[src/sv/lhce_pkg.sv]
// shared types and constants for the lamp hsv color engine
`default_nettype none

package lhce_pkg;

    // attribute write opcodes
    localparam logic [2:0] OP_ONOFF   = 3'd0;
    localparam logic [2:0] OP_LEVEL   = 3'd1;
    localparam logic [2:0] OP_HUE     = 3'd2;
    localparam logic [2:0] OP_SAT     = 3'd3;
    localparam logic [2:0] OP_ENH_HUE = 3'd4;

    // configuration register indexes
    localparam int CFG_IDX_W  = 8;
    localparam int CFG_DATA_W = 16;
    localparam logic [CFG_IDX_W-1:0] CFG_OWN_EP     = 8'd0;
    localparam logic [CFG_IDX_W-1:0] CFG_GAIN_RED   = 8'd1;
    localparam logic [CFG_IDX_W-1:0] CFG_GAIN_GREEN = 8'd2;
    localparam logic [CFG_IDX_W-1:0] CFG_GAIN_BLUE  = 8'd3;

    localparam logic [15:0] OWN_EP_RST     = 16'd1;
    localparam logic [8:0]  GAIN_RED_RST   = 9'd256;
    localparam logic [8:0]  GAIN_GREEN_RST = 9'd192;
    localparam logic [8:0]  GAIN_BLUE_RST  = 9'd128;

    // lamp state reset values
    localparam logic [7:0] LEVEL_RST = 8'd254;

    // color math
    localparam int FULL_SCALE = 254;
    localparam int OUT_MAX    = 255;
    localparam logic [23:0] DENOM = 24'(FULL_SCALE * FULL_SCALE * FULL_SCALE);
    // 255 * floor(2^32 / 254^3)
    localparam logic [16:0] RECIP = 17'd66810;

    // job queue between front and back
    localparam int QDEPTH = 4;
    localparam int QPTR_W = 2;
    localparam int QCNT_W = 3;

    typedef struct packed {
        logic [15:0] endpoint;
        logic [2:0]  opcode;
        logic [15:0] value;
    } in_item_t;

    typedef struct packed {
        logic [7:0] red;
        logic [7:0] green;
        logic [7:0] blue;
        logic       lit;
    } out_item_t;

    typedef struct packed {
        logic       dark;
        logic [7:0] level;
        logic [7:0] hue;
        logic [7:0] sat;
    } job_t;

    typedef struct packed {
        logic              full;
        logic              empty;
        logic [QCNT_W-1:0] count;
    } qstat_t;

    typedef struct packed {
        logic [8:0] red;
        logic [8:0] green;
        logic [8:0] blue;
    } gains_t;

endpackage

`default_nettype wire

[src/sv/lhce_front.sv]
// front end: endpoint filter, lamp state update and job issue
`default_nettype none

module lhce_front (
    input  wire logic              clk,
    input  wire logic              rst_n,
    input  wire logic              push,
    output logic                   full,
    input  wire lhce_pkg::in_item_t in_data,
    input  wire logic [15:0]       own_endpoint,
    input  wire lhce_pkg::qstat_t  qstat,
    output logic                   q_wr,
    output lhce_pkg::job_t         q_job
);

    logic       lamp_on_reg;
    logic       lamp_on_next;
    logic [7:0] level_reg;
    logic [7:0] level_next;
    logic [7:0] hue_reg;
    logic [7:0] hue_next;
    logic [7:0] sat_reg;
    logic [7:0] sat_next;

    logic        hit;
    logic [23:0] enh_scaled;
    logic [16:0] enh_rem;
    logic [7:0]  enh_hue;

    assign full = qstat.full;
    assign hit  = push && !qstat.full && (in_data.endpoint == own_endpoint);

    // value*254/65535: quotient from the high bits, one correction step
    always_comb
    begin
        enh_scaled = ({8'd0, in_data.value} << 8) - ({8'd0, in_data.value} << 1);
        enh_rem    = {1'b0, enh_scaled[15:0]} + {9'd0, enh_scaled[23:16]};
        enh_hue    = enh_scaled[23:16] + ((enh_rem >= 17'd65535) ? 8'd1 : 8'd0);
    end

    always_comb
    begin
        lamp_on_next = lamp_on_reg;
        level_next   = level_reg;
        hue_next     = hue_reg;
        sat_next     = sat_reg;
        if (hit)
        begin
            unique case (in_data.opcode)
                lhce_pkg::OP_ONOFF:   lamp_on_next = (in_data.value != 16'd0);
                lhce_pkg::OP_LEVEL:   level_next   = in_data.value[7:0];
                lhce_pkg::OP_HUE:     hue_next     = in_data.value[7:0];
                lhce_pkg::OP_SAT:     sat_next     = in_data.value[7:0];
                lhce_pkg::OP_ENH_HUE: hue_next     = enh_hue;
                default:              ;
            endcase
        end
    end

    always_ff @(posedge clk or negedge rst_n)
    begin
        if (!rst_n)
        begin
            lamp_on_reg <= 1'b0;
            level_reg   <= lhce_pkg::LEVEL_RST;
            hue_reg     <= 8'd0;
            sat_reg     <= 8'd0;
        end
        else
        begin
            lamp_on_reg <= lamp_on_next;
            level_reg   <= level_next;
            hue_reg     <= hue_next;
            sat_reg     <= sat_next;
        end
    end

    assign q_wr        = hit;
    assign q_job.dark  = !lamp_on_next || (level_next == 8'd0);
    assign q_job.level = level_next;
    assign q_job.hue   = hue_next;
    assign q_job.sat   = sat_next;

endmodule

`default_nettype wire

[src/sv/lhce_fifo.sv]
// short job queue between front end and color pipeline
`default_nettype none

module lhce_fifo (
    input  wire logic            clk,
    input  wire logic            rst_n,
    input  wire logic            wr,
    input  wire lhce_pkg::job_t  wr_job,
    input  wire logic            rd,
    output lhce_pkg::job_t       rd_job,
    output lhce_pkg::qstat_t     stat
);

    lhce_pkg::job_t slot [lhce_pkg::QDEPTH];

    logic [lhce_pkg::QPTR_W-1:0] wr_ptr_reg;
    logic [lhce_pkg::QPTR_W-1:0] rd_ptr_reg;
    logic [lhce_pkg::QCNT_W-1:0] count_reg;
    logic                        do_wr;
    logic                        do_rd;

    assign stat.full  = (count_reg == lhce_pkg::QCNT_W'(lhce_pkg::QDEPTH));
    assign stat.empty = (count_reg == '0);
    assign stat.count = count_reg;

    assign do_wr  = wr && !stat.full;
    assign do_rd  = rd && !stat.empty;
    assign rd_job = slot[rd_ptr_reg];

    always_ff @(posedge clk)
    begin
        if (do_wr)
        begin
            slot[wr_ptr_reg] <= wr_job;
        end
    end

    always_ff @(posedge clk or negedge rst_n)
    begin
        if (!rst_n)
        begin
            wr_ptr_reg <= '0;
            rd_ptr_reg <= '0;
            count_reg  <= '0;
        end
        else
        begin
            if (do_wr)
            begin
                wr_ptr_reg <= wr_ptr_reg + 1'b1;
            end
            if (do_rd)
            begin
                rd_ptr_reg <= rd_ptr_reg + 1'b1;
            end
            if (do_wr && !do_rd)
            begin
                count_reg <= count_reg + 1'b1;
            end
            else if (do_rd && !do_wr)
            begin
                count_reg <= count_reg - 1'b1;
            end
        end
    end

endmodule

`default_nettype wire

[src/sv/lhce_back.sv]
// color pipeline: hsv sectors, scaling divide, white balance and result slot
`default_nettype none

module lhce_back (
    input  wire logic             clk,
    input  wire logic             rst_n,
    input  wire lhce_pkg::qstat_t qstat,
    input  wire lhce_pkg::job_t   q_job,
    output logic                  q_rd,
    input  wire lhce_pkg::gains_t gains,
    input  wire logic             pop,
    output logic                  empty,
    output lhce_pkg::out_item_t   out_data
);

    localparam int NLANE = 3;
    localparam int NSTG  = 6;

    localparam logic [2:0] SEC_0 = 3'd0;
    localparam logic [2:0] SEC_1 = 3'd1;
    localparam logic [2:0] SEC_2 = 3'd2;
    localparam logic [2:0] SEC_3 = 3'd3;
    localparam logic [2:0] SEC_4 = 3'd4;

    localparam logic [10:0] STEP  = 11'(lhce_pkg::FULL_SCALE);
    localparam logic [10:0] SPAN  = 11'(2 * lhce_pkg::FULL_SCALE);
    localparam logic [7:0]  FS8   = 8'(lhce_pkg::FULL_SCALE);
    localparam logic [15:0] FS_SQ = 16'(lhce_pkg::FULL_SCALE * lhce_pkg::FULL_SCALE);

    logic            advance;
    logic [NSTG-1:0] vld_reg;
    logic            res_valid_reg;

    // stage 0: per-lane distance from the top of the channel
    logic [7:0]  s0_g_reg [NLANE];
    logic [7:0]  s0_level_reg;
    logic [7:0]  s0_sat_reg;
    logic        s0_dark_reg;
    // stage 1: level-free channel numerator
    logic [15:0] s1_inner_reg [NLANE];
    logic [7:0]  s1_level_reg;
    logic        s1_dark_reg;
    // stage 2: numerator scaled by level
    logic [23:0] s2_prod_reg [NLANE];
    logic        s2_dark_reg;
    // stage 3: quotient estimate
    logic [8:0]  s3_qe_reg [NLANE];
    logic [23:0] s3_prod_reg [NLANE];
    logic        s3_dark_reg;
    // stage 4: dividend and next-step limit
    logic [31:0] s4_p_reg [NLANE];
    logic [31:0] s4_lim_reg [NLANE];
    logic [8:0]  s4_qe_reg [NLANE];
    logic        s4_dark_reg;
    // stage 5: clamped channel
    logic [7:0]  s5_ch_reg [NLANE];
    logic        s5_dark_reg;

    lhce_pkg::out_item_t res_reg;

    logic [10:0] h6;
    logic [10:0] h6_base;
    logic [10:0] tm;
    logic [7:0]  f;
    logic [7:0]  xg;
    logic [2:0]  sector;
    logic [7:0]  g_c [NLANE];

    logic [15:0] inner_c [NLANE];
    logic [23:0] prod_c [NLANE];
    logic [8:0]  qe_c [NLANE];
    logic [31:0] p_c [NLANE];
    logic [31:0] lim_c [NLANE];
    logic [7:0]  ch_c [NLANE];
    logic [7:0]  bal_c [NLANE];
    logic [8:0]  gain_c [NLANE];

    assign advance = !res_valid_reg || pop;
    assign q_rd    = advance && !qstat.empty;

    // hue to sector and ramp
    always_comb
    begin
        h6 = {1'b0, q_job.hue, 2'b00} + {2'b00, q_job.hue, 1'b0};
        sector = {2'b00, (h6 >= STEP)} + {2'b00, (h6 >= 11'(2 * STEP))}
               + {2'b00, (h6 >= 11'(3 * STEP))} + {2'b00, (h6 >= 11'(4 * STEP))}
               + {2'b00, (h6 >= 11'(5 * STEP))};
        if (h6 >= 11'(3 * SPAN))
        begin
            h6_base = 11'(3 * SPAN);
        end
        else if (h6 >= 11'(2 * SPAN))
        begin
            h6_base = 11'(2 * SPAN);
        end
        else if (h6 >= SPAN)
        begin
            h6_base = SPAN;
        end
        else
        begin
            h6_base = 11'd0;
        end
        tm = h6 - h6_base;
        f  = (tm >= STEP) ? 8'(SPAN - tm) : tm[7:0];
        xg = FS8 - f;
        // lane 0 red, 1 green, 2 blue; top channel 0, ramp xg, floor 254
        unique case (sector)
            SEC_0:
            begin
                g_c[0] = 8'd0; g_c[1] = xg;   g_c[2] = FS8;
            end
            SEC_1:
            begin
                g_c[0] = xg;   g_c[1] = 8'd0; g_c[2] = FS8;
            end
            SEC_2:
            begin
                g_c[0] = FS8;  g_c[1] = 8'd0; g_c[2] = xg;
            end
            SEC_3:
            begin
                g_c[0] = FS8;  g_c[1] = xg;   g_c[2] = 8'd0;
            end
            SEC_4:
            begin
                g_c[0] = xg;   g_c[1] = FS8;  g_c[2] = 8'd0;
            end
            default:
            begin
                g_c[0] = 8'd0; g_c[1] = FS8;  g_c[2] = xg;
            end
        endcase
    end

    always_comb
    begin
        gain_c[0] = gains.red;
        gain_c[1] = gains.green;
        gain_c[2] = gains.blue;
        for (int i = 0; i < NLANE; i++)
        begin
            // 254^2 - sat*g, negative sums clamp to zero
            inner_c[i] = ((16'(s0_sat_reg) * 16'(s0_g_reg[i])) >= FS_SQ) ? 16'd0
                       : FS_SQ - 16'(s0_sat_reg) * 16'(s0_g_reg[i]);
            prod_c[i]  = 24'(s1_level_reg) * 24'(s1_inner_reg[i]);
            qe_c[i]    = 9'((41'(s2_prod_reg[i]) * 41'(lhce_pkg::RECIP)) >> 32);
            p_c[i]     = ({8'd0, s3_prod_reg[i]} << 8) - {8'd0, s3_prod_reg[i]};
            lim_c[i]   = 32'(s3_qe_reg[i] + 9'd1) * 32'(lhce_pkg::DENOM);
            if ((s4_qe_reg[i] >= 9'(lhce_pkg::OUT_MAX))
                || ((s4_qe_reg[i] == 9'(lhce_pkg::OUT_MAX - 1))
                    && (s4_p_reg[i] >= s4_lim_reg[i])))
            begin
                ch_c[i] = 8'(lhce_pkg::OUT_MAX);
            end
            else
            begin
                ch_c[i] = s4_qe_reg[i][7:0] + ((s4_p_reg[i] >= s4_lim_reg[i]) ? 8'd1 : 8'd0);
            end
            if (9'((17'(s5_ch_reg[i]) * 17'(gain_c[i])) >> 8) > 9'(lhce_pkg::OUT_MAX))
            begin
                bal_c[i] = 8'(lhce_pkg::OUT_MAX);
            end
            else
            begin
                bal_c[i] = 8'((17'(s5_ch_reg[i]) * 17'(gain_c[i])) >> 8);
            end
        end
    end

    always_ff @(posedge clk)
    begin
        if (advance)
        begin
            s0_level_reg <= q_job.level;
            s0_sat_reg   <= q_job.sat;
            s0_dark_reg  <= q_job.dark;
            s1_level_reg <= s0_level_reg;
            s1_dark_reg  <= s0_dark_reg;
            s2_dark_reg  <= s1_dark_reg;
            s3_dark_reg  <= s2_dark_reg;
            s4_dark_reg  <= s3_dark_reg;
            s5_dark_reg  <= s4_dark_reg;
            for (int i = 0; i < NLANE; i++)
            begin
                s0_g_reg[i]     <= g_c[i];
                s1_inner_reg[i] <= inner_c[i];
                s2_prod_reg[i]  <= prod_c[i];
                s3_qe_reg[i]    <= qe_c[i];
                s3_prod_reg[i]  <= s2_prod_reg[i];
                s4_p_reg[i]     <= p_c[i];
                s4_lim_reg[i]   <= lim_c[i];
                s4_qe_reg[i]    <= s3_qe_reg[i];
                s5_ch_reg[i]    <= ch_c[i];
            end
            res_reg.red   <= s5_dark_reg ? 8'd0 : bal_c[0];
            res_reg.green <= s5_dark_reg ? 8'd0 : bal_c[1];
            res_reg.blue  <= s5_dark_reg ? 8'd0 : bal_c[2];
            res_reg.lit   <= !s5_dark_reg;
        end
    end

    always_ff @(posedge clk or negedge rst_n)
    begin
        if (!rst_n)
        begin
            vld_reg       <= '0;
            res_valid_reg <= 1'b0;
        end
        else if (advance)
        begin
            vld_reg       <= {vld_reg[NSTG-2:0], !qstat.empty};
            res_valid_reg <= vld_reg[NSTG-1];
        end
    end

    assign empty    = !res_valid_reg;
    assign out_data = res_reg;

endmodule

`default_nettype wire

[src/sv/lamp_hsv_color_engine.sv]
// lamp hsv color engine: an accepted write passes the job queue and the color pipeline to the result register
// throughput one write per cycle while the job queue is not full; the six-stage color pipeline stalls as a whole
// while the result register holds an untaken transaction
// writes to foreign endpoints are taken and give no result
// rst_n is asynchronous: clears queue, pipeline valids and lamp state, loads register defaults
`default_nettype none

module lamp_hsv_color_engine (
    input  wire logic                                clk,
    input  wire logic                                rst_n,
    input  wire logic                                push,
    output logic                                     full,
    input  wire lhce_pkg::in_item_t                  in_data,
    output logic                                     empty,
    input  wire logic                                pop,
    output lhce_pkg::out_item_t                      out_data,
    input  wire logic                                cfg_valid,
    output logic                                     cfg_ready,
    input  wire logic [lhce_pkg::CFG_IDX_W-1:0]      cfg_index,
    input  wire logic [lhce_pkg::CFG_DATA_W-1:0]     cfg_data
);

    logic [15:0] own_endpoint_reg;
    logic [8:0]  gain_red_reg;
    logic [8:0]  gain_green_reg;
    logic [8:0]  gain_blue_reg;

    lhce_pkg::qstat_t qstat;
    lhce_pkg::job_t   wr_job;
    lhce_pkg::job_t   rd_job;
    lhce_pkg::gains_t gains;
    logic             q_wr;
    logic             q_rd;

    assign cfg_ready = 1'b1;

    always_ff @(posedge clk or negedge rst_n)
    begin
        if (!rst_n)
        begin
            own_endpoint_reg <= lhce_pkg::OWN_EP_RST;
            gain_red_reg     <= lhce_pkg::GAIN_RED_RST;
            gain_green_reg   <= lhce_pkg::GAIN_GREEN_RST;
            gain_blue_reg    <= lhce_pkg::GAIN_BLUE_RST;
        end
        else if (cfg_valid && cfg_ready)
        begin
            unique case (cfg_index)
                lhce_pkg::CFG_OWN_EP:     own_endpoint_reg <= cfg_data;
                lhce_pkg::CFG_GAIN_RED:   gain_red_reg     <= cfg_data[8:0];
                lhce_pkg::CFG_GAIN_GREEN: gain_green_reg   <= cfg_data[8:0];
                lhce_pkg::CFG_GAIN_BLUE:  gain_blue_reg    <= cfg_data[8:0];
                default:                  ;
            endcase
        end
    end

    assign gains.red   = gain_red_reg;
    assign gains.green = gain_green_reg;
    assign gains.blue  = gain_blue_reg;

    lhce_front u_front (
        .clk          (clk),
        .rst_n        (rst_n),
        .push         (push),
        .full         (full),
        .in_data      (in_data),
        .own_endpoint (own_endpoint_reg),
        .qstat        (qstat),
        .q_wr         (q_wr),
        .q_job        (wr_job)
    );

    lhce_fifo u_fifo (
        .clk    (clk),
        .rst_n  (rst_n),
        .wr     (q_wr),
        .wr_job (wr_job),
        .rd     (q_rd),
        .rd_job (rd_job),
        .stat   (qstat)
    );

    lhce_back u_back (
        .clk      (clk),
        .rst_n    (rst_n),
        .qstat    (qstat),
        .q_job    (rd_job),
        .q_rd     (q_rd),
        .gains    (gains),
        .pop      (pop),
        .empty    (empty),
        .out_data (out_data)
    );

`ifndef SYNTHESIS
    // a dark lamp always shows black
    a_dark_black: assert property (@(posedge clk) disable iff (!rst_n)
        (!empty && !out_data.lit) |-> (out_data.red == 8'd0 && out_data.green == 8'd0
                                       && out_data.blue == 8'd0))
        else $error("dark result carries color");

    // job queue never holds more than its depth
    a_q_bound: assert property (@(posedge clk) disable iff (!rst_n)
        qstat.count <= lhce_pkg::QCNT_W'(lhce_pkg::QDEPTH))
        else $error("job queue overflow");

    // a write to a foreign endpoint issues no job
    a_foreign: assert property (@(posedge clk) disable iff (!rst_n)
        (push && !full && in_data.endpoint != own_endpoint_reg) |-> !q_wr)
        else $error("foreign endpoint write issued a job");

    // queue count rises by one on a write transaction without a read transaction
    a_q_count: assert property (@(posedge clk) disable iff (!rst_n)
        (q_wr && !qstat.full && !(q_rd && !qstat.empty))
            |=> qstat.count == $past(qstat.count) + 1'b1)
        else $error("job queue count mismatch");
`endif

endmodule

`default_nettype wire
[config.mk]
export PLATFORM = sky130hd
export DESIGN_NAME = lamp_hsv_color_engine
export DESIGN_NICKNAME = d
export VERILOG_FILES = /design/src/sv/lhce_pkg.sv /design/src/sv/lhce_front.sv /design/src/sv/lhce_fifo.sv /design/src/sv/lhce_back.sv /design/src/sv/lamp_hsv_color_engine.sv
export SDC_FILE = /design/constraint.sdc
export NUM_CORES = 2
export LEC_CHECK = 0
export BUFFER_PORTS_ARGS = -buffer_cell sky130_fd_sc_hd__clkbuf_2
export CORE_MARGIN = 4
export CORE_UTILIZATION = 55
export DETAILED_ROUTE_END_ITERATION = 10
export HOLD_SLACK_MARGIN = 0.12
export PLACE_DENSITY = 0.67
export SLEW_MARGIN = 30
export SYNTH_ARGS = -nofsm -noshare
export SYNTH_HDL_FRONTEND = slang
export SYNTH_SLANG_ARGS = --single-unit
[constraint.sdc]
create_clock -name clk -period 24 [get_ports clk]
set_input_delay 1.2 -clock clk [delete_from_list [all_inputs] [get_ports clk]]
set_output_delay 1.2 -clock clk [all_outputs]
set_load 0.05 [all_outputs]
==> reports/results.ini <==
[clock_tree]
cts.repair.resized=0
cts_buffers=83
clockRootBuffer=clkbuf_16
cts.reportedPaths.clkPinSlew_ns=0.06
hold_buffers=0
cts_tree=yes
cts_buffer_depth=3
clock_latency_ns=0.71
clock-sinks=699
post_cts_buffers=0
htree_levels=3

[timing]
relSlewSlack_pct=34.5
finClkSkew_ns=0.0445
setup_tns_ns=0
min_period_ns=7.31
grt_setup_unrepaired=false
finalHoldViolations=0
setup_viol=0
finalCritPeriodShare_pct=30.5
fmax_ghz=0.137
fin_ws_ns=16.69
finalMaxSlewViolations=0
worstMarginPinSlew_ns=0.983

[finish]
largest_reg_flops=100
drive_gt1_share_pct=5.04
finish.utilization_pct=59.1
nNetsFinal=9967
area_delta_synth_final_pct=6.79

[min_path]
hold_start=u_back.s0_dark_reg
min_path_type=register to register

[floorplanning]
dieHeight_um=391
num_rows=140
die_area_mm2=0.153
die_w_um=391
io_pins=92
core-area_mm2=0.146
start_util_pct=55.3

[detailed_routing]
drc=0
drt-initial-drc-count=2449
drt-total-wl_um=163000
firstDrtPassIters=6
vias=52200
ant_nets=0
avgViaCountPerCell=5.37
wl_per_cell_um=16.8

[run]
drv_cap=0

[synthesis]
synth_fp_nets=9877
async_flop_share_pct=11.7
synthesis.area_mm2=0.0807
ys.flop_type=edfxtp_1
synthCells=7640
yosysWarnings=0
synth_edf_count=617
synth_seq_area_share_pct=25.5
synth_cell_types=94
ys_seq_elements=699
avgSynthCellArea_um2=10.6

[placement]
place.gp.congestion=0.900
io_buffers=90
hpwlAfterDp_um=129000
dp_slack_ns=16.72

[critical_path]
timing.rr.start=u_back.s3_qe_reg[0][0]
crit_type=register to register
startpoint_type=register
crit_start=u_back.s3_qe_reg[0][0]
endpoint_kind=register
crit_required_ns=24.41
critPathArrivalTime_ns=7.73
crit_path_max_fanout=14

[global_routing]
grt_pass1_vias=55500
antenna_found_initial=3
grtUsageTotal_pct=22.1
grt_pass1_wl_um=276000
grt_overflow=0
grt_max_degree=156

[status]
outcome=complete, no violations

[placed cells by master, fill, tap and decap left out, drive strengths merged, types with 148 or more instances in the layout]
cell	synthesis	routed
nor2	265	265
edfxtp	617	617
a21o	148	148
ha	1197	1197
xnor2	287	287
nand2	569	569
fa	976	976
clkbuf	96	189
and2	375	375
a21oi	263	263
o21ai	160	160
inv	1586	1593
[path summary, 6_finish.rpt]
| path | slack (ns) | depth (start not counted) | to |
|---|---|---|---|
| worst max-delay path | 16.69 | 21 | u_back.s4_lim_reg[0][28] |
| worst min-delay path | 0.41 | 0 | u_back.s1_dark_reg |
| worst max register to register | 16.69 | 21 | u_back.s4_lim_reg[0][28] |
| worst min register to register | 0.41 | 0 | u_back.s1_dark_reg |
| max in group asynchronous | 22.40 | 2 | gain_red_reg[0] |
| min in group asynchronous | 0.42 | 1 | u_front.hue_reg[7] |
[per-stage QoR]
stage	hold WS (ns)	cell area (um2)	cells
2_1_floorplan	0.400	80700	7640
3_3_place_gp	0.402	83300	9562
3_5_place_dp	0.406	83300	9562
4_1_cts	0.371	86100	9715
5_1_grt	0.405	86100	9716
6_report	0.408	86100	9717
[cells in the mapped netlist (25+ instances only)]
master	n	area, um2
a211oi_1	30	225
a21o_1	148	1110
a21oi_1	254	1270
and2_1	375	2350
and3_1	52	325
clkbuf_1	96	360
dfrtp_1	70	1750
edfxtp_1	617	18500
fa_1	976	19500
ha_1	1197	15000
inv_1	1585	5950
mux2_2	64	721
mux4_2	25	563
nand2_1	569	2140
nand2b_1	46	288
nand3_1	77	385
nand4_1	40	250
nor2_1	265	995
nor2b_1	56	350
nor3_1	87	435
o21a_1	42	315
o21ai_0	136	681
o21bai_1	36	270
or3_1	38	238
xnor2_1	286	2500
xor2_1	131	1150
[routing by layer]
layer  GRT usage, %  vias up  part of all wire, %
met5              0        -                    0
met4           5.44        0                  2.2
met3           2.46      219                  3.6
met2           37.9      804                   49
met1           30.1    26000                   45
li1               -    25200                    -
[kinds of logic (layout without fill, tap and decap cells)]
family          count (synthesis)  after routing  synth area share [%]
xor+xnor                      418            418                  4.55
mux                            95             95                  1.67
other cells                     1              3               0.00465
simple gates                 1680           1680                  10.3
compound gates                878            878                  7.20
buf+inv                      1696           1854                  7.91
flops                         699            699                  25.5
fa+ha+maj                    2173           2173                  42.8
[critical path: stages (launching register included)]
cell,delay (ns)
edfxtp_1,0.82
ha_1,0.36
nand3_1,0.12
xnor2_1,0.46
inv_1,0.23
fa_1,0.65
fa_1,0.55
fa_1,0.52
fa_1,0.49
inv_1,0.06
fa_1,0.36
ha_1,0.37
a21o_1,0.18
a21o_1,0.16
a21oi_1,0.22
nand3_1,0.10
o21a_1,0.21
a221o_1,0.40
a211oi_1,0.35
o41ai_1,0.15
a21oi_1,0.20
xnor2_1,0.09
[layout make-up]
type                            count  area [um2]
Antenna cell                        2        5.00
Clock buffer                      100        2210
Clock inverter                     53         596
Fill cell                       12200       59600
Inverter                         1586        5950
Multi-Input combinational cell   5245       53700
Sequential cell                   699       20600
Tap cell                         1917        2400
Timing Repair Buffer              115         669
Power is left out: the tool's default activity adds up to more than one toggle a clock period on the data nets, which glitch-free logic cannot reach.
